**config.mk**
```make
export PLATFORM = sky130hd
export DESIGN_NAME = bwca_chain
export DESIGN_NICKNAME = d
export VERILOG_FILES = /design/src/rtl/bwca_pkg.sv /design/src/rtl/bwca_cell.sv /design/src/rtl/bwca_chain.sv
export SDC_FILE = /design/constraint.sdc
export NUM_CORES = 1
export LEC_CHECK = 0
export ABC_AREA = 1
export BUFFER_PORTS_ARGS = -buffer_cell sky130_fd_sc_hd__buf_2
export CELL_PAD_IN_SITES_DETAIL_PLACEMENT = 0
export CELL_PAD_IN_SITES_GLOBAL_PLACEMENT = 1
export CORE_ASPECT_RATIO = 1.5
export CORE_UTILIZATION = 40
export CTS_BUF_LIST = sky130_fd_sc_hd__clkbuf_4
export CTS_CLUSTER_DIAMETER = 100
export DETAILED_ROUTE_END_ITERATION = 10
export GPL_TIMING_DRIVEN = 0
export PLACE_DENSITY_LB_ADDON = 0.1
export SLEW_MARGIN = 20
export SYNTH_ARGS = -nofsm -noshare
export SYNTH_HDL_FRONTEND = slang
export SYNTH_SLANG_ARGS = --single-unit
```
**constraint.sdc**
```tcl
create_clock -name aclk -period 1.1 [get_ports aclk]
set_input_delay 0 -clock aclk [delete_from_list [all_inputs] [get_ports aclk]]
set_output_delay 0 -clock aclk [all_outputs]
set_load 0.02 [all_outputs]
```
**src/rtl/bwca_pkg.sv**
```systemverilog
// shared constants, register codes and stage types for the box window counter
`timescale 1ns / 1ps
package bwca_pkg;

    localparam int MAX_COLS   = 128;
    localparam int MAX_ROWS   = 128;
    localparam int MAX_WINDOW = 128;

    localparam int COL_W      = $clog2(MAX_COLS);
    localparam int ROW_W      = $clog2(MAX_ROWS);
    localparam int DIM_W      = 8;
    localparam int CMP_W      = DIM_W + 1;
    localparam int CSUM_W     = $clog2(MAX_WINDOW - 1);
    localparam int COUNT_W    = 14;
    localparam int CHAIN_LEN  = MAX_WINDOW - 1;
    localparam int LINE_DEPTH = MAX_ROWS * MAX_COLS;
    localparam int LINE_AW    = ROW_W + COL_W;

    localparam int ADDR_W     = 4;
    localparam int DATA_W     = 32;
    localparam int REG_IDX_W  = ADDR_W - 2;

    localparam logic [REG_IDX_W-1:0] REG_FRAME_ROWS  = 2'd0;
    localparam logic [REG_IDX_W-1:0] REG_FRAME_COLS  = 2'd1;
    localparam logic [REG_IDX_W-1:0] REG_WINDOW_SIZE = 2'd2;

    localparam logic [DIM_W-1:0] ROWS_RESET = 8'd128;
    localparam logic [DIM_W-1:0] COLS_RESET = 8'd128;
    localparam logic [DIM_W-1:0] WIN_RESET  = 8'd3;
    localparam logic [DIM_W-1:0] WIN_MIN    = 8'd3;

    // pixel as it enters the stores
    typedef struct packed {
        logic             fire;
        logic [ROW_W-1:0] row;
        logic [COL_W-1:0] col;
        logic [ROW_W-1:0] back_row;
        logic             marked;
    } a_req_t;

    // pixel in the cycle after it enters the stores, while the column sum is updated
    typedef struct packed {
        logic [COL_W-1:0] col;
        logic             marked;
        logic             row0;
        logic             sub_en;
        logic             col_first;
        logic             col_ok;
        logic             row_ok;
        logic             k_ok;
        logic             last;
        logic [ROW_W-1:0] top;
        logic [COL_W-1:0] left;
    } stage_b_t;

    typedef struct packed {
        logic shift;
        logic inject;
    } cell_ctrl_t;

endpackage

```
**src/rtl/bwca_cell.sv**
```systemverilog
// one cell of the column sum delay chain
`timescale 1ns / 1ps
module bwca_cell import bwca_pkg::*; (
    input  logic              aclk,
    input  cell_ctrl_t        ctrl,
    input  logic [CSUM_W-1:0] din,
    input  logic [CSUM_W-1:0] nbr,
    output logic [CSUM_W-1:0] value
);

    logic [CSUM_W-1:0] value_reg;

    always_ff @(posedge aclk) begin
        if (ctrl.shift) begin
            value_reg <= ctrl.inject ? din : nbr;
        end
    end

    assign value = value_reg;

endmodule

```
**src/rtl/bwca_chain.sv**
```systemverilog
// row of cells giving a window-programmable delay of the column sum stream
`timescale 1ns / 1ps
module bwca_chain import bwca_pkg::*; (
    input  logic              aclk,
    input  logic              shift,
    input  logic [DIM_W-1:0]  win,
    input  logic [CSUM_W-1:0] din,
    output logic [CSUM_W-1:0] dout
);

    logic [CSUM_W-1:0] cell_val [CHAIN_LEN];
    cell_ctrl_t        cell_ctrl [CHAIN_LEN];

    // new sum enters at cell K-2 so it reaches cell 0 after K-1 transactions
    for (genvar k = 0; k < CHAIN_LEN; k++) begin : g_cell
        logic [CSUM_W-1:0] nbr;

        assign cell_ctrl[k].shift  = shift;
        assign cell_ctrl[k].inject = (win == DIM_W'(k + 2));

        if (k == CHAIN_LEN - 1) begin : g_end
            assign nbr = '0;
        end else begin : g_mid
            assign nbr = cell_val[k + 1];
        end

        bwca_cell u_cell (
            .aclk  (aclk),
            .ctrl  (cell_ctrl[k]),
            .din   (din),
            .nbr   (nbr),
            .value (cell_val[k])
        );
    end

    assign dout = cell_val[0];

endmodule

```
* Yosys cells after proc, flatten, opt, wreduce, memory -nomap -nowiden
Index checks and enable logic that the tools add are counted.
** Cells by class
- Muxes and demuxes :: 126
- Reduce and logical (&&, ||, !) cells :: 0
- Shift-type cells :: 0
- Magnitude comparators :: 0
- Multiply operators :: 0
- Equal/unequal tests :: 127
- Bitwise operators :: 0
- Add/subtract/negate cells :: 0
- Div/mod/pow operators :: 0
** Operators with widths (number)
- 7-bit two-way mux :: 126
- 8-bit by 7-bit equality test with 1-bit output, second input constant :: 64
- 8-bit by 6-bit equality test with 1-bit output, second input constant :: 32
- 8-bit by 5-bit equality test with 1-bit output, second input constant :: 16
- 8-bit by 4-bit equality test with 1-bit output, second input constant :: 8
- 8-bit by 3-bit equality test with 1-bit output, second input constant :: 4
- 8-bit by 2-bit equality test with 1-bit output, second input constant :: 2
- 8-bit equality test, second input constant :: 1
** Word-level totals
- Output and inout bits :: 7
- Bits in writable memories :: 0
- Word-level logic and storage cells :: 380
- Memories kept :: 0
- Memory bits (read-only) :: 0
- Bits in latches :: 0
- Bits in registers :: 889
- Input bits :: 17

* Depth between registers and ports, before layout
- Depth after elaboration :: 2
- Depth in mapped cells :: 8
- Depth with buffers taken out :: 6

* Modules after synthesis
From an unflattened synthesis, not the netlist that was laid out.
** Second synthesis, totals
- Cell total of the unflattened synthesis :: 3995
- Area, all modules :: 39384.0 µm²
** By module, submodules not included
- bwca_cell :: instances 127, cells each 30, area each 304.0 µm²
- bwca_chain :: instances 1, cells each 185, area each 770.7 µm²

* Worst setup path after synthesis
No wires, ideal clock.
- Path type :: input to register
- Start point :: in win[7]
- End point :: reg g_cell[58].u_cell.value_reg[0], data pin
- Slack :: -0.038 ns
- Library setup time :: 0.253 ns
- Buffers on the path :: 2
- Data arrival time :: 0.885 ns
- Cell stages on the path :: 8
- Required time :: 0.847 ns
- Cell sequence :: inv_1 nand2_1 nor2_1 buf_2 buf_2 nand2_1 nand2_1 nand2_1
** On the way
- Word-level cells in the longest chain between the ends :: 2
** RTL lines
- start, declared :: RTL line bwca_chain.sv:6 : input logic [DIM_W-1:0] win,
- 8-bit by 6-bit equality test with 1-bit output :: RTL line bwca_chain.sv:19 : assign cell_ctrl[k].inject = (win == DIM_W'(k + 2));
- 7-bit two-way mux :: RTL line bwca_cell.sv:15 : value_reg <= ctrl.inject ? din : nbr;
- end signal, assigned :: RTL line bwca_cell.sv:15
- end, declared :: RTL line bwca_cell.sv:11 : logic [CSUM_W-1:0] value_reg;
No other way between the ends.
A chain may end at the register's enable or synchronous reset.

* Final worst setup path
- Start point :: in din[6]
- End point :: reg g_cell[1].u_cell.value_reg[6], data pin
** On the way
- Word-level cells in the longest chain between the ends :: 1
** RTL lines
- start, declared :: RTL line bwca_chain.sv:7 : input logic [CSUM_W-1:0] din,
- 7-bit two-way mux :: RTL line bwca_cell.sv:15
- end signal, assigned :: RTL line bwca_cell.sv:15
- end, declared :: RTL line bwca_cell.sv:11
No other way between the ends.

==> results by group <==
Run status
  – Status: finished, violations left
  – Failing checks: hold timing, setup timing

Worst setup path
  – Worst-path cell chain: buf_2 -> dlygate4sd3_1 -> buf_2 -> clkbuf_1 -> nand2_1 -> nand2_1
  – Arrival time of the worst setup path: 3.02 ns
  – Endpoint required time on the critical path: 2.18 ns
  – Stage delay of the slowest cell on the critical path: 1.08 ns
  – Kind of end point of the critical path: flop
  – Flop-to-flop setup slack: 0.17 ns
  – Nature of the critical path startpoint: primary input
  – Worst Path Buf+Inv: 4
  – Worst-path maximum fanout: 11
  – Worst path slowest cell: sky130_fd_sc_hd__dlygate4sd3_1
  – Cell family contributing the most delay on the critical path: buffers and inverters
  – Path type of the worst setup path: primary input to flop

Synthesis
  – Most common flop cell mapped by yosys: sky130_fd_sc_hd__edfxtp_1
  – Post-Syn Instances: 4036
  – Library cells used by synthesis: 13
  – Sequential-to-total area share from yosys stat: 66.9%
  – Mean instance size in the synthesized netlist: 9.88 sq um
  – Main area contributors after synthesis: sky130_fd_sc_hd__edfxtp_1 67%, sky130_fd_sc_hd__nand2_1 18%, sky130_fd_sc_hd__nand3_1 11%, sky130_fd_sc_hd__buf_2 1.6%, sky130_fd_sc_hd__clkbuf_1 1.5%
  – Register bit total from synthesis: 889
  – Top cells by instance count after synthesis: 1915 x sky130_fd_sc_hd__nand2_1, 889 x sky130_fd_sc_hd__edfxtp_1, 869 x sky130_fd_sc_hd__nand3_1
  – Largest area contributor in the netlist: sky130_fd_sc_hd__edfxtp_1
  – Number of synthesis warnings: 0
  – Cell area after synthesis: 0.0399 sq mm
  – Most instantiated library cell after synthesis: sky130_fd_sc_hd__nand2_1
  – Net count after synthesis: 4053
  – Post-synth EDFFs: 889
  – Area share of the largest cell type after synthesis: 66.9%
  – FFs w/ async S/R, synth: 0%

Power and ir drop
  – Share of total power in combinational logic: 8.0%
  – Sequential Power Share: 53.5%
  – Int Pwr: 55.0 mW
  – Design Power: 74.9 mW
  – Part of the total power dissipated in the clock network: 38.5%
  – Static leakage: 19.8 nW
  – Sw frac: 26.6%
  – Power Density: 1620 mW/mm^2
  – Switching component of the power: 19.9 mW
  – Worst ir drop on vdd: 984 uV

Die
  – Die outline width: 260 microns
  – Die boundary height: 389 microns
  – Initial core utilization: 40.4%
  – Total die area: 0.101 sq mm
  – Number of standard-cell rows in the floorplan: 141
  – Core region area: 0.0986 sq mm
  – Ports: 24

Clocking
  – Root cell of the clock tree: sky130_fd_sc_hd__clkbuf_4
  – Clock sink count: 889
  – Depth of the CTS H-tree: 4
  – Clock tree from TritonCTS: done
  – Clock slew at the register clock pins of the worst setup and hold paths: 0.07 ns
  – Maximum buffer depth of the clock tree: 3
  – Later-pin clock latency in the skew report: 1.25 ns
  – Clock buffer count from CTS: 224

Global routing
  – Overall overflow remaining after global route: 0
  – Tot GR Track Use: 34.2%
  – Wire length of the first global-routing pass: 238 mm
  – Largest net degree at the start of global routing: 134
  – Initial antenna violation count: 8
  – Via count of the first global-routing pass: 31900

Placement
  – Final RePlAce weighted congestion: 0.971
  – Number of port buffers: 16
  – Detail Placement HPWL: 115 mm
  – Placement-stage cell area: 0.0419 sq mm

Timing
  – Number of failing hold endpoints at the final stage: 343
  – Tmin final: 1.94 ns
  – Count of endpoints failing setup in the final report: 149
  – Slew @ Worst Pin: 1.29 ns
  – Final Max Slew Viols: 0
  – Part of the cycle the worst path needs: 176%
  – F_max: 0.516 GHz
  – Worst-case clock skew: 0.0503 ns
  – Unrepaired setup endpoints after global routing: true
  – Hold Slack: -0.688 ns
  – Relative slew slack: 14.3%
  – Post-layout worst setup margin: -0.838 ns

Final layout
  – Post-route cell area: 0.0461 sq mm
  – Fraction of final layout cells with drive strength greater than 1: 16.9%
  – Area overhead of the layout relative to synthesis: 15.7%
  – Number of nets at the end of the flow: 4368
  – Final core utilization: 46.8%
  – Max FFs per register: 889

Drt
  – Final wirelength: 172 mm
  – Starting DRT DRC Count: 4056
  – Via density per instance: 5.64
  – First-pass iteration count of the detailed router: 9
  – Per-cell routed wire length: 29.7 microns
  – Count of antenna-violating nets left after detailed routing: 0
  – Detailed-route DRC error count: 0
  – DR vias: 32700

Hold path
  – Worst Hold Class: primary input to flop

Flow run
  – Maximum Capacitance Violations: 0
[kinds of logic (layout without fill, tap and decap cells)]
group | Yosys count | count (layout) | share of synthesized area [%]
AND/OR/NAND/NOR | 2828 | 2828 | 29.6
flip-flops | 889 | 889 | 66.9
buffers and inverters | 319 | 792 | 3.44
other | 0 | 9 | 0
[repair_timing]
| item | CTS | global route |
|---|---|---|
| cloned | 1 | 2 |
| setup buffers | 3 | 42 |
| pin swaps | 2 | 15 |
| endpoints found under the setup margin | 279 | 1084 |
| endpoints found under the hold margin | 1333 | 734 |
| hold buffers | 19 | 4 |
| gates resized for setup | 8 | 443 |
[final cells by class]
class | instances | area, sq um
inverters | 17 | 63.8
diodes | 9 | 22.5
repair buffers | 92 | 1100
clock buffers | 327 | 2450
well taps | 1287 | 1610
multi-input cells | 2828 | 12100
plain buffers | 299 | 1820
fillers | 9601 | 52500
flip-flops and latches | 889 | 26700
clock inverters | 57 | 308
[layer usage]
| layer | share of wire [%] | GRT usage [%] | up-vias |
|---|---|---|---|
| li1 | - | - | 14500 |
| met1 | 36 | 40.8 | 16000 |
| met2 | 48 | 55.7 | 1743 |
| met3 | 8.6 | 7.26 | 442 |
| met4 | 6.9 | 21.9 | 4 |
| met5 | 0.016 | 0 | - |
[cells in the final DEF (no fill, tap or decap), types with 13 or more instances in the layout]
master / count
sky130_fd_sc_hd__dlygate4sd3_1: 19
sky130_fd_sc_hd__clkinv_1: 44
sky130_fd_sc_hd__nand2_2: 74
sky130_fd_sc_hd__clkbuf_4: 369
sky130_fd_sc_hd__nor2_4: 23
sky130_fd_sc_hd__nand2_1: 1847
sky130_fd_sc_hd__nand3_1: 868
sky130_fd_sc_hd__buf_2: 72
sky130_fd_sc_hd__clkbuf_1: 46
sky130_fd_sc_hd__nor2_1: 13
sky130_fd_sc_hd__buf_6: 29
sky130_fd_sc_hd__edfxtp_1: 889
sky130_fd_sc_hd__buf_4: 55
sky130_fd_sc_hd__clkbuf_2: 94
sky130_fd_sc_hd__inv_1: 14
[power groups by stage]
stage / combinational, mW / clock [mW] / sequential, mW
5_1_grt: 6.27 / 30.6 / 40.2
4_1_cts: 5.60 / 29.1 / 40.0
2_1_floorplan: 2.32 / 0 / 40.6
6_report: 5.99 / 28.8 / 40.1
3_3_place_gp: 4.69 / 0 / 40.6
3_5_place_dp: 5.49 / 0 / 40.8
[metrics by stage]
stage	TNS, ns	cells	setup slack [ns]
2_1_floorplan	0	4036	0.00135
3_3_place_gp	-	5339	-14.96
3_5_place_dp	-1596.85	5348	-1.51
4_1_cts	-218.19	5755	-0.789
5_1_grt	-18.30	5799	-0.749
6_report	-25.09	5805	-0.838
[final timing paths]
| path | to | cells past startpoint | from |
|---|---|---|---|
| setup / recovery | g_cell[1].u_cell.value[6]$_DFFE_PP_ | 6 | din[6] |
| setup reg to reg | g_cell[14].u_cell.value[2]$_DFFE_PP_ | 2 | g_cell[15].u_cell.value[2]$_DFFE_PP_ |
| hold reg to reg | g_cell[13].u_cell.value[1]$_DFFE_PP_ | 2 | g_cell[14].u_cell.value[1]$_DFFE_PP_ |
| hold / removal | g_cell[100].u_cell.value[5]$_DFFE_PP_ | 1 | shift |
No activity file was read; power rests on OpenSTA's default activity.
